<file path="config.mk">
export PLATFORM = sky130hd
export DESIGN_NAME = logic_shift_alu_8_16
export DESIGN_NICKNAME = d
export VERILOG_FILES = /design/src/lsa_pkg.sv /design/src/lsa_exec.sv /design/src/logic_shift_alu_8_16.sv
export SDC_FILE = /design/constraint.sdc
export NUM_CORES = 1
export LEC_CHECK = 0
export BUFFER_PORTS_ARGS = -buffer_cell sky130_fd_sc_hd__buf_4
export CORE_UTILIZATION = 40
export CTS_CLUSTER_DIAMETER = 40
export DETAILED_ROUTE_END_ITERATION = 16
export GPL_TIMING_DRIVEN = 0
export SYNTH_ARGS = -nofsm -noshare
export SYNTH_HDL_FRONTEND = slang
export SYNTH_SLANG_ARGS = --single-unit
</file>
<file path="constraint.sdc">
create_clock -name clk -period 5.08 [get_ports clk]
set_input_delay 0.508 -clock clk [delete_from_list [all_inputs] [get_ports clk]]
set_output_delay 0.508 -clock clk [all_outputs]
set_load 0.01 [all_outputs]
</file>
<file path="src/lsa_pkg.sv">
`timescale 1ns / 1ps
// Shared types and constants for the logic and shift unit.
package lsa_pkg;

    // Operation codes carried in the command field
    typedef enum logic [2:0] {
        CMD_AND = 3'd0,
        CMD_OR  = 3'd1,
        CMD_XOR = 3'd2,
        CMD_NOT = 3'd3,
        CMD_SHL = 3'd4,
        CMD_SHR = 3'd5
    } cmd_t;

    localparam int unsigned DATA_W  = 16;
    localparam int unsigned COUNT_W = 5;

    localparam logic [DATA_W-1:0] MASK_BYTE = 16'h00FF;
    localparam logic [DATA_W-1:0] MASK_WORD = 16'hFFFF;

    // One operation with its operands and the current flags
    typedef struct packed {
        cmd_t              command;
        logic              word_size;
        logic [DATA_W-1:0] operand_a;
        logic [DATA_W-1:0] operand_b;
        logic              carry_in;
        logic              parity_in;
        logic              zero_in;
        logic              sign_in;
        logic              overflow_in;
    } op_item_t;

    // One result with the new flags
    typedef struct packed {
        logic [DATA_W-1:0] result;
        logic              carry_out;
        logic              parity_out;
        logic              zero_out;
        logic              sign_out;
        logic              overflow_out;
    } res_item_t;

endpackage

</file>
<file path="src/lsa_exec.sv">
`timescale 1ns / 1ps
// Combinational logic, shift and flag computation for one item.
module lsa_exec
    import lsa_pkg::*;
(
    input  op_item_t  op,
    output res_item_t res
);

    logic                   wide;
    logic [DATA_W-1:0]      mask;
    logic [DATA_W-1:0]      a;
    logic [DATA_W-1:0]      b;
    logic [COUNT_W-1:0]     count;
    logic [COUNT_W-1:0]     count_m1;
    logic [2*DATA_W-1:0]    shl_pre;
    logic [DATA_W-1:0]      shl_res;
    logic                   shl_cf;
    logic [DATA_W-1:0]      shr_pre;
    logic [DATA_W-1:0]      shr_res;
    logic                   shr_cf;
    logic [DATA_W-1:0]      value;
    logic                   cf;
    logic                   of;
    logic                   set_szp;
    logic                   res_msb;

    // Trim operands to the selected width
    assign wide     = op.word_size;
    assign mask     = wide ? MASK_WORD : MASK_BYTE;
    assign a        = op.operand_a & mask;
    assign b        = op.operand_b & mask;
    assign count    = op.operand_b[COUNT_W-1:0];
    assign count_m1 = count - COUNT_W'(1);

    // Shift by count minus one so the last bit out is at a fixed place
    assign shl_pre = {{DATA_W{1'b0}}, a} << count_m1;
    assign shl_cf  = wide ? shl_pre[15] : shl_pre[7];
    assign shl_res = (shl_pre[DATA_W-1:0] << 1) & mask;

    assign shr_pre = a >> count_m1;
    assign shr_cf  = shr_pre[0];
    assign shr_res = shr_pre >> 1;

    // Select the result and the carry and overflow flags
    always_comb
    begin
        value   = a;
        cf      = op.carry_in;
        of      = op.overflow_in;
        set_szp = 1'b0;
        case (op.command)
            CMD_AND:
            begin
                value   = a & b;
                cf      = 1'b0;
                of      = 1'b0;
                set_szp = 1'b1;
            end
            CMD_OR:
            begin
                value   = a | b;
                cf      = 1'b0;
                of      = 1'b0;
                set_szp = 1'b1;
            end
            CMD_XOR:
            begin
                value   = a ^ b;
                cf      = 1'b0;
                of      = 1'b0;
                set_szp = 1'b1;
            end
            CMD_NOT:
            begin
                value = ~a & mask;
            end
            CMD_SHL:
            begin
                if (count != '0)
                begin
                    value   = shl_res;
                    cf      = shl_cf;
                    set_szp = 1'b1;
                    if (count == COUNT_W'(1))
                    begin
                        of = (wide ? shl_res[15] : shl_res[7]) ^ shl_cf;
                    end
                end
            end
            CMD_SHR:
            begin
                if (count != '0)
                begin
                    value   = shr_res;
                    cf      = shr_cf;
                    set_szp = 1'b1;
                    if (count == COUNT_W'(1))
                    begin
                        of = wide ? a[15] : a[7];
                    end
                end
            end
            default:
            begin
                value = a;
            end
        endcase
    end

    // Update sign, zero and parity from the result, or hold the incoming flags
    assign res_msb          = wide ? value[15] : value[7];
    assign res.result       = value;
    assign res.carry_out    = cf;
    assign res.overflow_out = of;
    assign res.zero_out     = set_szp ? (value == '0) : op.zero_in;
    assign res.sign_out     = set_szp ? res_msb : op.sign_in;
    assign res.parity_out   = set_szp ? ~^value[7:0] : op.parity_in;

endmodule

</file>
<file path="src/logic_shift_alu_8_16.sv">
`timescale 1ns / 1ps
// Top level of the 8/16-bit logic and shift unit with its item registers.
//
// Operation channel: op carries the command, operand width, two operands
// and the current CF, PF, ZF, SF and OF flags; it is taken at a rising edge
// where op_valid is high and op_stall is low.
// Result channel: res carries the result and the new flags; it is taken at
// a rising edge where res_valid is high and res_stall is low.
//
// An accepted item is held in the input register, evaluated by the logic,
// shift and flag path, and lands in the result register, which raises
// res_valid when it takes the item; the result is then taken at an edge
// where res_stall is low. One item is accepted every cycle while the result
// side takes one every cycle; the registered result behind the combinational
// evaluation path sets that rate.
//
// When res_stall is high the result register holds its item; the input
// register still fills, and op_stall rises only when both registers are
// full. Reset empties both registers and drops res_valid; the item
// registers themselves are not reset.
module logic_shift_alu_8_16
    import lsa_pkg::*;
(
    input  logic      clk,
    input  logic      rst_n,
    input  logic      op_valid,
    output logic      op_stall,
    input  op_item_t  op,
    output logic      res_valid,
    input  logic      res_stall,
    output res_item_t res
);

    logic      in_valid_reg;
    logic      in_valid_next;
    op_item_t  in_item_reg;
    logic      out_valid_reg;
    logic      out_valid_next;
    res_item_t out_item_reg;
    res_item_t exec_res;
    logic      adv_out;
    logic      adv_in;

    // Advance each register when it is empty or its item moves on
    assign adv_out  = !out_valid_reg || !res_stall;
    assign adv_in   = !in_valid_reg || adv_out;
    assign op_stall = !adv_in;

    assign in_valid_next  = adv_in ? op_valid : in_valid_reg;
    assign out_valid_next = adv_out ? in_valid_reg : out_valid_reg;

    // Clear valid flags under reset
    always_ff @(posedge clk or negedge rst_n)
    begin
        if (!rst_n)
        begin
            in_valid_reg  <= 1'b0;
            out_valid_reg <= 1'b0;
        end
        else
        begin
            in_valid_reg  <= in_valid_next;
            out_valid_reg <= out_valid_next;
        end
    end

    // Capture the incoming item
    always_ff @(posedge clk)
    begin
        if (adv_in)
        begin
            in_item_reg <= op;
        end
    end

    lsa_exec u_exec (
        .op  (in_item_reg),
        .res (exec_res)
    );

    // Capture the evaluated result
    always_ff @(posedge clk)
    begin
        if (adv_out)
        begin
            out_item_reg <= exec_res;
        end
    end

    assign res_valid = out_valid_reg;
    assign res       = out_item_reg;

    // Stall upstream only with both registers holding items
    a_stall_full: assert property (@(posedge clk) disable iff (!rst_n)
        op_stall |-> (in_valid_reg && out_valid_reg))
        else $error("op_stall raised with a free register");

    // An item in the input register moves to the result register when it frees
    a_forward: assert property (@(posedge clk) disable iff (!rst_n)
        (in_valid_reg && adv_out) |=> out_valid_reg)
        else $error("item lost between input and result registers");

    // A taken result with nothing behind it leaves the output empty
    a_drain: assert property (@(posedge clk) disable iff (!rst_n)
        (out_valid_reg && !res_stall && !in_valid_reg) |=> !out_valid_reg)
        else $error("result repeated after it was taken");

    // A stalled result register keeps its item
    a_hold: assert property (@(posedge clk) disable iff (!rst_n)
        (out_valid_reg && res_stall) |=> (out_valid_reg && $stable(out_item_reg)))
        else $error("stalled result changed");

endmodule
</file>
---- After elaboration in Yosys (flattened, before gate mapping) ----
Cells that the tools add are included.
storage, ports and cells
  flip-flop bits (word level) ............. 64
  input bits .............................. 45
  logic and storage cells ................. 68
operators by class
  add/sub/neg operators ................... 1
  equal/unequal tests ..................... 6
  shift operators ......................... 2
  muxes and demuxes ....................... 21
  bitwise logic cells ..................... 9
  reductions and logical operators ........ 12
operators with widths
  operator               number
  $pmux W16 S6           1
  $and A16 B16 Y16       5
  $mux W16               3
  $logic_not A16 Y1      1
  $not A16 Y16           1
  $or A16 B16 Y16        1
  $shl A16 B5 Y16        1
  $shr A16 B5 Y16        1
  $xor A16 B16 Y16       1
  $mux W1                14
  $reduce_xnor A8 Y1     1
  $eq A3 B2 Y1 const B   2
  $eq A3 B3 Y1 const B   2
  $pmux W1 S3            2
  $eq A5 B1 Y1 const B   1
  $reduce_bool A5 Y1     1
  $sub A5 B1 Y5 const B  1
  $logic_not A1 Y1       4
  $eq A3 B1 Y1 const B   1
  $logic_not A3 Y1       1
  $reduce_or A3 Y1       1
  $logic_or A1 B1 Y1     2
  $pmux W1 S2            1
  $reduce_or A2 Y1       1
  $xor A1 B1 Y1          1

---- Logic depth before layout (Yosys ltp) ----
Gate-level depths: netlist of run 1.
  depth in word-level cells ............... 9
  mapped depth ............................ 18
  depth with buffers taken out ............ 13

---- Modules after synthesis ----
From an unflattened synthesis of run 1, not the netlist that was laid out.
unflattened totals
  cells, all modules ...................... 594
  area, all modules ....................... 5491.5 µm²
by module, submodules not included
  module                times used  cells each  area each (µm²)
  lsa_exec              1           525         3547.2
  logic_shift_alu_8_16  1           69          1944.4

---- Worst setup path before layout of run 1 ----
OpenSTA, ideal clock, no wires.
  path type ............................... register to register
  from .................................... register in_item_reg[5] (netlist name)
  to ...................................... register out_item_reg, in the netlist res[2], data pin
  data arrival time ....................... 3833 ps
  required time ........................... 4915 ps
  slack ................................... 1082 ps
  stages on the path, launching flop included .. 17
  path through ............................ edfxtp_1 > buf_6 > buf_2 > inv_1 > ha_1 > inv_1 > clkbuf_1 > clkbuf_1 > a211oi_1 > a211oi_1 > mux2_2 > o22ai_1 > a221oi_1 > ha_1 > nand4_1 > or4_1 > o31ai_2
RTL lines
  element                 line                        RTL
  start, declared         logic_shift_alu_8_16.sv:36  op_item_t in_item_reg;
  start signal, assigned  logic_shift_alu_8_16.sv:72  in_item_reg <= op;
  end signal, assigned    logic_shift_alu_8_16.sv:86  out_item_reg <= exec_res;
  end, declared           logic_shift_alu_8_16.sv:39  res_item_t out_item_reg;

==> results of run 1 <==
[cells by family after synthesis]
family / count (synthesis) / synth area share (%)
xor+xnor: 8 / 1.290
buf+inv: 91 / 7.164
simple gates: 183 / 16.84
fa+ha+maj: 39 / 8.984
flops: 64 / 35.20
compound gates: 135 / 17.51
mux: 50 / 13.02
[power by group]
part	internal [mW]	switching (mW)
clock network	0.457	0.232
registers	0.653	0.0439
logic	0.290	0.424
total	1.40	0.700
[routing by layer]
metal	global-route usage [%]	wire, µm	vias to the layer above
met5	0	0	-
met4	13.21	710	0
met3	6.467	1619	49
met2	44.12	8674	270
met1	38.65	8249	2458
li1	-	-	2278
[cells in the mapped netlist (4+ instances only)]
cell type,n
edfxtp_1,62
nand2_1,57
inv_1,52
nor2_1,40
ha_1,39
o21ai_0,27
mux2i_1,26
a21oi_1,24
clkbuf_1,17
nand3_1,16
mux4_2,15
buf_2,14
nor3_1,14
a211oi_1,11
and2_1,10
nor2b_1,10
o211ai_1,10
nand4_1,7
o22ai_1,7
a31oi_1,6
mux2_2,6
xnor2_1,6
a22oi_1,5
a221oi_1,4
buf_6,4
nand2b_1,4
o31ai_1,4
or4_1,4
[final timing paths]
check	slack, ns	end	cells after the start
max	0.35	res[2]	14
min	0.33	in_item_reg[8]	1
max reg2reg	0.35	res[2]	14
min reg2reg	0.51	res_valid	1
max in group asynchronous	4.49	res_valid	2
min in group asynchronous	0.50	in_valid_reg	2
[cell type report]
| type | instances | area (µm²) |
|---|---|---|
| Fill cell | 1304 | 6680 |
| Multi-Input combinational cell | 415 | 3149 |
| Sequential cell | 64 | 1912 |
| Timing Repair Buffer | 72 | 563.0 |
| Clock buffer | 12 | 256.5 |
| Tap cell | 176 | 220.2 |
| Inverter | 53 | 198.9 |
| Buffer | 35 | 183.9 |
| Clock inverter | 4 | 76.32 |
| Antenna cell | 1 | 2.502 |
[repair_timing]
| action | 4_1_cts | 5_1_grt |
|---|---|---|
| setup endpoints to repair | 2 | 2 |
| setup buffers | 0 | 3 |
| pin swaps | 0 | 0 |
| hold buffers | 1 | 0 |
| hold endpoints to repair | 2 | 0 |
| resized for setup | 3 | 2 |
==> results.yml, run 1 <==
place:
  io_buffers: 67
  dp_slack_ns: -0.2002
  hpwl_mm: 14.90
  gp_congestion: 0.9357
  placedCellCount: 814
  place_area_um2: 6187
synthesis:
  synth_ff_type: "edfxtp_1"
  yosysTopAreaCell: "edfxtp_1"
  avgSynthCellArea_um2: 9.529
  yosysUniqueCellTypes: 73
  yosysWarnings: 0
  syn-instance-count: 570
  synthDominantCellAreaShare_pct: 34.28
  synth-seq-area-share_pct: 35.20
  synth_edf_count: 62
  ys_ff_latch: 64
  synth_area_leaders: "edfxtp_1 34%, ha_1 9.0%, mux4_2 6.2%"
  netlist_area_um2: 5431
  synthArstFlopShare_pct: 3.125
  synth.net_count: 654
finish:
  largest_reg_flops: 41
  fin_nets: 734
  area_delta_synth_final_pct: 20.82
  fin_util_pct: 49.56
  fin_cells: 832
  finalInstanceArea_um2: 6563
  final_common_cell: "buf_4"
  drive_above_1_share_pct: 22.14
  layout_common_cells: "70 x buf_4, 62 x edfxtp_1, 57 x nand2_1"
timing:
  maxSlewViolCount: 0
  finalHoldViolCount: 0
  finalSetupViolations: 0
  clock_skew_ns: 0.01117
  worst_pin_slew_ns: 0.9703
  final.setup.tns_ns: 0
  post-route-period-util_pct: 93.09
  max-slew-margin-rel_pct: 35.03
  worst_slack_ns: 0.3509
  period_needed_ns: 4.729
  rsz0062_at_grt: "false"
  hold_ws_ns: 0.3340
  fmax_ghz: 0.2115
global_routing:
  grt_overflow: 0
  grt_max_degree: 23
  grt.total_usage_pct: 28.81
  antenna_found_initial: 1
  grt_pass1_wl_mm: 29.85
  grt_pass1_vias: 4997
hold_path:
  hp-class: "in2reg"
  worstHoldStart: "op[8]"
clocking:
  cts_tree: "yes"
  htree_levels: 3
  cts_max_path_buffers: 2
  numCtsBuffers: 9
  clk_pin_slew_ns: 0.06
  cts.sinks: 64
  clk_latency_ns: 0.35
  cts-root-buf: "clkbuf_16"
setup_path:
  cpPeakStageDelay_ns: 0.66
  startpoint_type: "flip-flop"
  crit_buf_inv: 4
  worst-path-max-fanout: 19
  cpMaxStageDelayCell: "xor2_1"
  startpoint: "in_item_reg[5]"
  rr_startpoint: "in_item_reg[5]"
  cp-end-kind: "flip-flop"
  critical-path-top-delay-family: "buffers and inverters"
  worstPathRequired_ns: 5.26
  cp.arrival_ns: 4.91
  path_class: "reg2reg"
  path_cells: "buf_6, inv_1, ha_1, xor2_1, buf_2, buf_2, o221ai_1, mux2i_1, a2bb2oi_1, o21a_1, ha_1, nand4_1, or4_1, o31ai_2"
route:
  vias: 5055
  drt_iter0_markers: 497
  postRouteWirelength_mm: 19.25
  vias_per_cell: 6.076
  ant_nets: 0
  wl_per_cell_um: 23.14
  drc: 0
  first_pass_iters: 5
floorplan:
  die-area_um2: 14050
  core.rowCount: 42
  coreArea_um2: 13240
  die_x_um: 118.5
  num_io_pins: 68
  initial_core_util_pct: 41.01
  die_h_um: 118.5
pwr:
  totalPowerFinal_mw: 2.099
  power_density_nw_per_um2: 319.9
  p_leak_nw: 2.792
  irDropWorstVdd_mv: 0.1456
flow_run:
  cap_violations: 0
outcome:
  run_status: "completed"
(Power assumes the default switching activity.)
==> run 2, diff against run 1 <==
- GPL_ROUTABILITY_DRIVEN: default -> 0
- RECOVER_POWER: default -> 25
==> results.yml, run 2 (synthesized netlist as in run 1, its figures left out) <==
hold_path:
  hold_depth: 1
  hold_end: "in_item_reg[18]"
  hp-class: "in2reg"
  worstHoldStart: "op[18]"
pwr:
  power_density_nw_per_um2: 313.5
  p_switching_uw: 666.6
  switching_share_pct: 32.56
  pwr-share-seq_pct: 33.7
  pwr-share-clk_pct: 32.5
  comb_power_share_pct: 33.7
  irDropWorstVdd_mv: 0.1549
  p_int_mw: 1.380
  p_leak_nw: 2.766
route:
  postRouteWirelength_mm: 16.28
  vias_per_cell: 5.960
  first_pass_iters: 8
  vias: 4947
  drt_iter0_markers: 586
  ant_nets: 0
  wl_per_cell_um: 19.61
  drc: 0
setup_path:
  r2r_cells: 15
  rr_startpoint: "in_item_reg[5]"
  cp.arrival_ns: 4.83
  worstPathRequired_ns: 5.25
  worst-path-max-fanout: 19
  cp-end-kind: "flip-flop"
  startpoint_type: "flip-flop"
  r2r_slack_ns: 0.42
  worst_r2r_endpoint: "res[2]"
  path_class: "reg2reg"
floorplan:
  die-area_um2: 14050
  die_h_um: 118.5
  die_x_um: 118.5
  initial_core_util_pct: 41.01
  core.rowCount: 42
  num_io_pins: 68
  coreArea_um2: 13240
clocking:
  clk_pin_slew_ns: 0.06
  clk_latency_ns: 0.34
  numCtsBuffers: 9
  htree_levels: 3
  cts_tree: "yes"
  cts_max_path_buffers: 2
  cts-root-buf: "clkbuf_16"
  cts.sinks: 64
global_routing:
  antenna_found_initial: 0
  grt_pass1_vias: 4765
  grt.total_usage_pct: 24.07
  grt_max_degree: 25
  grt_overflow: 0
  grt_pass1_wl_mm: 26.01
timing:
  max-slew-margin-rel_pct: 36.89
  clock_skew_ns: 0.007527
  maxSlewViolCount: 0
  rsz0062_at_grt: "false"
  post-route-period-util_pct: 91.64
  finalSetupViolations: 0
  finalHoldViolCount: 0
  period_needed_ns: 4.656
  fmax_ghz: 0.2148
  final.setup.tns_ns: 0
  worst_pin_slew_ns: 0.9442
place:
  hpwl_mm: 12.42
  placedCellCount: 814
  io_buffers: 67
finish:
  largest_reg_flops: 41
  fin_cells: 830
  area_delta_synth_final_pct: 20.23
  diodes: 0
  fin_util_pct: 49.31
  fin_nets: 733
  layout_common_cells: "62 x edfxtp_1, 57 x nand2_1, 52 x inv_1"
  final_common_cell: "edfxtp_1"
  nFillCells: 1290
  drive_above_1_share_pct: 21.71
flow_run:
  cap_violations: 0
outcome:
  run_status: "completed"
[run 2: cell types whose count changed in the layout (fill, tap and decap cells not counted), sizes merged]
cell	previous run	this run
clkbuf	30	65
diode	1	0
buf	88	51
clkinvlp	1	2
[run 2: metrics by stage]
step / area, µm² / hold WS [ns] / setup slack (ns) / total power [mW]
final: 6530 / 0.3372 / 0.4245 / 2.047
after global routing: 6530 / 0.3430 / 0.1993 / 2.140
after CTS: 6516 / 0.3227 / 0.1254 / 2.046
after detailed placement: 6187 / 0.2912 / -0.03585 / 1.370
after global placement: 6155 / 0.2901 / 0.03896 / 1.356
after floorplan: 5431 / 0.2124 / 1.082 / 1.143
[run 2: repair_timing]
| item | in CTS | in global routing |
|---|---|---|
| hold buffers | 1 | 0 |
| hold endpoints to repair | 2 | 0 |
| setup endpoints to repair | 1 | 1 |
| buffers inserted | 0 | 1 |
| gates resized for setup | 0 | 2 |
[run 2: area by class of cell]
class / instances / area, µm² / share of cell area [%]
tap: 176 / 220.2 / 3.372
inverter: 53 / 198.9 / 3.047
buffer: 36 / 185.2 / 2.836
sequential: 64 / 1912 / 29.28
multi-input combinational: 415 / 3143 / 48.13
timing repair buffer: 70 / 548.0 / 8.392
clock inverter: 5 / 80.08 / 1.226
clock buffer: 11 / 242.7 / 3.717
[run 2: worst max-delay path by stage]
| stage | start | end | depth (start not counted) |
|---|---|---|---|
| 6_report | in_item_reg[5] | res[2] | 15 |
| 5_1_grt | in_item_reg[5] | res[2] | 16 |
| 4_1_cts | in_item_reg[5] | res[2] | 16 |
| 3_5_place_dp | in_item_reg[5] | res[2] | 16 |
| 3_3_place_gp | in_item_reg[5] | res[2] | 16 |
| 2_1_floorplan | in_item_reg[5] | res[2] | 16 |
[run 2: layer usage]
layer	vias to the layer above	share of wire [%]	track usage, %
li1	2282	-	-
met1	2287	41	31.11
met2	299	43	36.77
met3	79	11	7.384
met4	0	4.8	11.00
met5	-	0	0
[run 2: power groups by stage]
stage	clock [mW]	sequential (mW)	combinational, mW
finish	0.666	0.691	0.690
global placement	0	0.702	0.655
detailed placement	0	0.703	0.667
global route	0.700	0.699	0.741
CTS	0.683	0.693	0.670
floorplan	0	0.707	0.436
[run 2: worst max-delay path, cell delays in order (launching register included)]
cell and delay [ns]:
edfxtp_1 0.38, buf_6 0.19, buf_2 0.27, inv_1 0.22, ha_1 0.44, buf_2 0.28
buf_2 0.27, clkbuf_4 0.33, a21oi_1 0.17, a211o_1 0.36, o2111a_1 0.28, a211oi_1 0.32
ha_1 0.21, nand4_1 0.11, or4_1 0.43, o31ai_2 0.22
